File: config.mk
export PLATFORM = sky130hd
export DESIGN_NAME = lgge_ctrl
export DESIGN_NICKNAME = d
export VERILOG_FILES = /design/src/rtl/assert_macros.svh /design/src/rtl/lgge_pkg.sv /design/src/rtl/lgge_ctrl.sv
export SDC_FILE = /design/constraint.sdc
export NUM_CORES = 1
export LEC_CHECK = 0
export BUFFER_PORTS_ARGS = -buffer_cell sky130_fd_sc_hd__buf_2
export CAP_MARGIN = 0
export CORE_AREA = 2 2 39 41
export DETAILED_ROUTE_END_ITERATION = 12
export DIE_AREA = 0 0 41 43
export MAX_ROUTING_LAYER = met4
export SYNTH_ARGS = -nofsm -noshare
export SYNTH_HDL_FRONTEND = slang
export SYNTH_SLANG_ARGS = --single-unit
File: constraint.sdc
create_clock -name clock -period 1.9 [get_ports clock]
set_input_delay 0.38 -clock clock [delete_from_list [all_inputs] [get_ports clock]]
set_output_delay 0.38 -clock clock [all_outputs]
set_load 0.01 [all_outputs]
File: src/rtl/assert_macros.svh
// ----------------------------------------------------------------------------
// assertion macros
// shared concurrent assertion helpers, compiled out for synthesis
// ----------------------------------------------------------------------------
`ifndef ASSERT_MACROS_SVH
`define ASSERT_MACROS_SVH

`ifndef SYNTHESIS

// same-cycle implication
`define ASSERT_IMPLIES(label, clk, rst, lhs, rhs) \
   label: assert property (@(posedge clk) disable iff (rst) (lhs) |-> (rhs)) \
      else $error("assertion failed");

// next-cycle implication
`define ASSERT_NEXT(label, clk, rst, lhs, rhs) \
   label: assert property (@(posedge clk) disable iff (rst) (lhs) |=> (rhs)) \
      else $error("assertion failed");

`else

`define ASSERT_IMPLIES(label, clk, rst, lhs, rhs)
`define ASSERT_NEXT(label, clk, rst, lhs, rhs)

`endif

`endif

File: src/rtl/lgge_pkg.sv
`timescale 1ns / 1ps
// ----------------------------------------------------------------------------
// lgge_pkg
// shared types and constants of the life grid generation engine
// ----------------------------------------------------------------------------
package lgge_pkg;

   localparam int MAX_GRID_WIDTH_DEF  = 256;
   localparam int MAX_GRID_HEIGHT_DEF = 64;

   localparam logic [8:0] GRID_WIDTH_RESET  = 9'd230;
   localparam logic [6:0] GRID_HEIGHT_RESET = 7'd50;

   // operation codes
   localparam logic [1:0] OP_WRITE   = 2'd0;
   localparam logic [1:0] OP_READ    = 2'd1;
   localparam logic [1:0] OP_ADVANCE = 2'd2;

   // csr register indexes
   localparam int CSR_INDEX_W = 1;
   localparam int CSR_DATA_W  = 9;
   localparam logic [CSR_INDEX_W-1:0] CSR_GRID_WIDTH  = 1'b0;
   localparam logic [CSR_INDEX_W-1:0] CSR_GRID_HEIGHT = 1'b1;

   typedef struct packed {
      logic [1:0] operation;
      logic [7:0] cell_x;
      logic [5:0] cell_y;
      logic       set_alive;
   } req_word_type;

   typedef struct packed {
      logic alive_out;
      logic coordinate_error;
   } rsp_word_type;

   typedef enum logic [2:0] {
      ST_CLEAR,
      ST_IDLE,
      ST_CELL_RD,
      ST_CELL_DONE,
      ST_ADV_LOAD,
      ST_ADV_ROW
   } state_type;

   typedef struct packed {
      logic latch_req;
      logic cell_rd;
      logic cell_wr;
      logic clr_wr;
      logic adv_start;
      logic adv_load;
      logic adv_row;
      logic rsp_load;
      logic rsp_err;
      logic rsp_read;
   } ctrl_cmd_type;

   typedef struct packed {
      logic       coord_bad;
      logic [1:0] held_op;
      logic       clr_last;
      logic       adv_last;
   } dp_status_type;

endpackage

File: src/rtl/lgge_ctrl.sv
`timescale 1ns / 1ps
// ----------------------------------------------------------------------------
// lgge_ctrl
// sequencer for clearing, cell access and generation sweeps
// ----------------------------------------------------------------------------
module lgge_ctrl (
   input  logic                   clock,
   input  logic                   reset,
   input  logic                   start,
   input  logic [1:0]             req_operation,
   input  lgge_pkg::dp_status_type status,
   output lgge_pkg::ctrl_cmd_type  cmd,
   output logic                   busy
);

   lgge_pkg::state_type state_ff;
   lgge_pkg::state_type state_in;

   always_ff @(posedge clock) begin
      if (reset) begin
         state_ff <= lgge_pkg::ST_CLEAR;
      end else begin
         state_ff <= state_in;
      end
   end

   always_comb begin
      state_in = state_ff;
      cmd      = '0;
      busy     = (state_ff != lgge_pkg::ST_IDLE);
      case (state_ff)
         lgge_pkg::ST_CLEAR: begin
            cmd.clr_wr = 1'b1;
            if (status.clr_last) begin
               state_in = lgge_pkg::ST_IDLE;
            end
         end
         lgge_pkg::ST_IDLE: begin
            if (start) begin
               cmd.latch_req = 1'b1;
               case (req_operation)
                  lgge_pkg::OP_WRITE, lgge_pkg::OP_READ: begin
                     if (status.coord_bad) begin
                        cmd.rsp_load = 1'b1;
                        cmd.rsp_err  = 1'b1;
                     end else begin
                        state_in = lgge_pkg::ST_CELL_RD;
                     end
                  end
                  lgge_pkg::OP_ADVANCE: begin
                     cmd.adv_start = 1'b1;
                     state_in      = lgge_pkg::ST_ADV_LOAD;
                  end
                  default: begin
                     cmd.rsp_load = 1'b1;
                  end
               endcase
            end
         end
         lgge_pkg::ST_CELL_RD: begin
            cmd.cell_rd = 1'b1;
            state_in    = lgge_pkg::ST_CELL_DONE;
         end
         lgge_pkg::ST_CELL_DONE: begin
            cmd.rsp_load = 1'b1;
            if (status.held_op == lgge_pkg::OP_READ) begin
               cmd.rsp_read = 1'b1;
            end else begin
               cmd.cell_wr = 1'b1;
            end
            state_in = lgge_pkg::ST_IDLE;
         end
         lgge_pkg::ST_ADV_LOAD: begin
            cmd.adv_load = 1'b1;
            state_in     = lgge_pkg::ST_ADV_ROW;
         end
         lgge_pkg::ST_ADV_ROW: begin
            cmd.adv_row = 1'b1;
            if (status.adv_last) begin
               cmd.rsp_load = 1'b1;
               state_in     = lgge_pkg::ST_IDLE;
            end
         end
         default: begin
            state_in = lgge_pkg::ST_IDLE;
         end
      endcase
   end

endmodule

* Word-level counts from Yosys, hierarchy flattened
Cells that the tools add are included.
** Storage, ports and cells
- Flip-flop bits (word level) :: 3
- Bits of input ports :: 10
- Output and inout bits :: 11
** Operators by class
- Equal/unequal tests :: 14
- Mux-type cells :: 26
- Reduce and logical (&&, ||, !) cells :: 4
** Operators by type and width (number)
- two-way mux 1 bit :: 16
- case mux 3 bit (5 select lines) :: 1
- two-way mux 3 bit :: 4
- equality test 3 x 2 -> 1 bit (second input constant) :: 2
- equality test 3 bit (second input constant) :: 2
- inequality test 2 bit (second input constant) :: 3
- inequality test 3 x 1 -> 1 bit (second input constant) :: 2
- case mux 3 bit (2 select lines) :: 1
- AND reduction 5 bit :: 1
- equality test 2 x 1 -> 1 bit (second input constant) :: 2
- two-way mux 2 bit :: 2
- equality test 3 x 1 -> 1 bit (second input constant) :: 1
- logical NOT 3 bit :: 1
- inequality test 3 bit (second input constant) :: 1
- case mux 1 bit (3 select lines) :: 1
- equality test 2 bit (second input constant) :: 1
- logical NOT 2 bit :: 1
- case mux 1 bit (2 select lines) :: 1
- OR reduction 2 bit :: 1

* Logic depth before layout (Yosys ltp)
- Depth in word-level cells :: 5
- Mapped depth :: 5
- Depth with buffers taken out :: 4

* Least setup slack after synthesis
Ideal clock, no wire load.
- Kind :: input to output
- Start :: input req_operation[1]
- End :: output cmd[2] in the netlist's numbering
- Arrival :: 1041 ps
- Required time :: 1520 ps
- Setup slack :: 479 ps
- Cell stages on the path :: 3
- Cells stage by stage :: mux2i_1 -> nor2b_1 -> o311a_1
** RTL lines
- start, declared :: line lgge_ctrl.sv:10 : input logic [1:0] req_operation,
- end, declared :: line lgge_ctrl.sv:12 : output lgge_pkg::ctrl_cmd_type cmd,

==> metrics.md <==
| Metric | Value |
|---|---|
| CP endpoint | cmd[1] |
| Final GP Congestion | a little over 0.7 |
| TritonCTS clock tree | done |
| Met3 WL | between 50 and 60 um |
| Fin nets | 72 |
| Vias per cell | roughly 4.5 |
| Avg WL per Cell | 10.4 um |
| Post-route clock period utilization | between 90% and 100% |
| Share of cells above drive strength 1 | 50.8% |
| Max FO, Critical Path | 11 |
| Critical path origin | state_ff[2]$_SDFFE_PP0P_ |
| Post-synthesis mux area share | under 10% |
| Die Wd | 41 um |
| Antenna violations before repair | 0 |
| Seq cells post-synth | 3 |
| Largest net degree at the start of global routing | 12 |
| Most flops, register | state_ff |
| Max Buffers Root-to-Sink | 2 |
| Clock transition at path regs | roughly 0.040 ns |
| Clock Latency Late Sink | 0.24 ns |
| Buffers added on ports | 20 |
| Worst Tran Pin Value | between 0.3 and 0.4 ns |
| RR Endpoint | state_ff[2]$_SDFFE_PP0P_ |
| Global-route wire length before repair | ~1400 um |
| Rel. slew slack | 73.6% |
| Maximum VDD drop | 0.185 mV |
| Total track usage | between 10% and 20% |
| Synth-to-Final Area Change | 47.9% |
| Top Registers | state_ff x3 |
| Final critical-path required period | 1.77 ns |
| R2r startpoint | state_ff[2]$_SDFFE_PP0P_ |
| R2R cell count | 4 |
| H-tree levels | 1 |
| Count of cell types in the netlist | 25 |
| Unrepaired setup endpoints after global routing | false |
| Setup TNS | 0 ns |
| DRC viols | 0 |
| GRT overflow | 0 |
| Final core occ | around 32% |
| Critical path required time | approximately 1.5 ns |
| Hold WC Path Type | in2reg |
| Starting Density | about 22% |
| Dpl cell area | approximately 420 um^2 |
| Detailed placement HPWL | between 500 and 600 um |
| Total clock buffers created by CTS | 3 |
| CTS Hold Bufs | 0 |
| Net Count, Synth | 48 |
| R2R setup slack | about 0.76 ns |
| DRT Wirelength | roughly 800 um |
| Crit start category | flip-flop |
| Max reg flops | 3 |
| Most frequent cells in the layout | 20 x buf_2, 3 x inv_1, 3 x nor2_1, 3 x clkbuf_4, 3 x dfxtp_1 |
| Synth Area in Simple Gates | approximately half |
| Cells after Synth | 38 |
| Pleak | between 0.2 and 0.25 nW |
| Final slew viol count | 0 |
| Largest family of logic cells by synthesized area | simple AND/OR/NAND/NOR gates |
| Xor/xnor share of the synthesized area | 0% |
| Top routing layer used | met3 |
| CTS sink count | 3 |
| Status | finished, final reports clean |
| Routed via count | between 300 and 400 |
| Die Ht | 43 um |
| Final hold vios | 0 |
| Most common cell after layout, fill and taps aside | buf_2 |
| Rows | 14 |
| Mapped Area | between 300 and 400 um^2 |
| Area fraction in compound gates after synthesis | between 10% and 20% |
| Post-synthesis sequential area ratio | ~20% |
| Pwr dens | around 640 nW/um^2 |
| FMAX | approximately 0.56 GHz |
| Clock Skew | ~0.0014 ns |
| Data arrival, critical path | 1.39 ns |
| Mean area per synthesized cell | between 7 and 8 um^2 |
| Post-CTS Resized | 0 |
| Final Setup Violations | 0 |
| First-pass DRT Iterations | 2 |
| Critical path type | reg2out |
| Vias in the first global route | approximately 330 |
| Full die area | 1760 um^2 |
| Synth Area in Adders | 0% |
| Clock root buffer | clkbuf_4 |
| Ant diodes | 0 |
| Post-route design area | 444 um^2 |
| Core area | 1380 um^2 |
| Post-CTS Setup Inserts | 0 |
| DRT antenna net count | 0 |
| Synth warnings | 0 |
| Ports | 21 |
| Crit end category | output port |
| Initial DRC Count | 5 |
| M1 WL | 348 um |
| Met2 WL | about 390 um |
| # Max-Cap Violations | 0 |
[worst min-delay path by stage]
| stage | from | end | depth (start not counted) | slack (ns) |
|---|---|---|---|---|
| floorplan | reset | state_ff[0]$_SDFFE_PP0P_ | 1 | 0.45 |
| finish | reset | state_ff[0]$_SDFFE_PP0P_ | 2 | 0.36 |
| CTS | reset | state_ff[0]$_SDFFE_PP0P_ | 2 | 0.35 |
| detailed placement | reset | state_ff[0]$_SDFFE_PP0P_ | 2 | 0.60 |
| global route | reset | state_ff[0]$_SDFFE_PP0P_ | 2 | 0.36 |
| global placement | reset | state_ff[0]$_SDFFE_PP0P_ | 2 | 0.60 |
[report_power, final]
| group | leakage [nW] | internal [mW] | total (mW) | switching (mW) |
|---|---|---|---|---|
| Clock | 0.0150 | 0.0790 | 0.116 | 0.0371 |
| Combinational | 0.195 | 0.0440 | 0.0890 | 0.0451 |
| Sequential | 0.0247 | 0.0686 | 0.0787 | 0.0100 |
| Total | 0.234 | 0.192 | 0.284 | 0.0923 |
[through the flow]
step | setup slack, ns | cells | power, mW | hold slack [ns]
after detailed placement | 0.276 | 73 | 0.168 | 0.603
final | 0.127 | 77 | 0.284 | 0.357
after floorplan | 0.479 | 38 | 0.133 | 0.452
after global placement | 0.337 | 73 | 0.167 | 0.602
after global routing | 0.0164 | 77 | 0.305 | 0.361
after CTS | 0.127 | 77 | 0.288 | 0.346
[worst max-delay path, cell delays in order, from the launching register on]
cell and delay [ns]:
dfxtp_1 0.42, nor3b_4 0.34, nand2_2 0.11, nor3b_2 0.15, buf_2 0.14
[cells in the mapped netlist, drive strengths merged]
cell	n	share of area, %
nor2	3	3.7
o21ai	3	5.0
and3b	1	2.9
nor2b	2	4.2
o311a	1	3.3
mux2i	1	3.3
nand2	2	3.3
and4bb	1	4.2
buf	3	5.8
nor3b	5	20
a21oi	3	6.3
a311oi	1	2.9
or2b	1	2.5
nand3b	1	2.5
inv	4	5.0
dfxtp	3	20
nor4	1	2.1
nor3	2	3.3
[cells by family after synthesis]
family	after synthesis
flip-flops	3
multiplexers	1
AND/OR/NAND/NOR	19
AO/OA/AOI/OAI	8
buffers and inverters	7
[cell type report]
cell class                      instances  area, um^2
Timing Repair Buffer                   22         115
Multi-Input combinational cell         28         208
Tap cell                               16        20.0
Inverter                                4        15.0
Fill cell                             157         940
Clock buffer                            4        26.3
Sequential cell                         3        60.1
[per-layer routing]
layer / track usage, % / vias to the layer above
met1: 13.7 / 151
met2: 15.9 / 15
li1: - / 180
met4: 14.0 / 0
met3: 4.71 / 0
met5: - / -
Power figures use the tool's default switching activity.
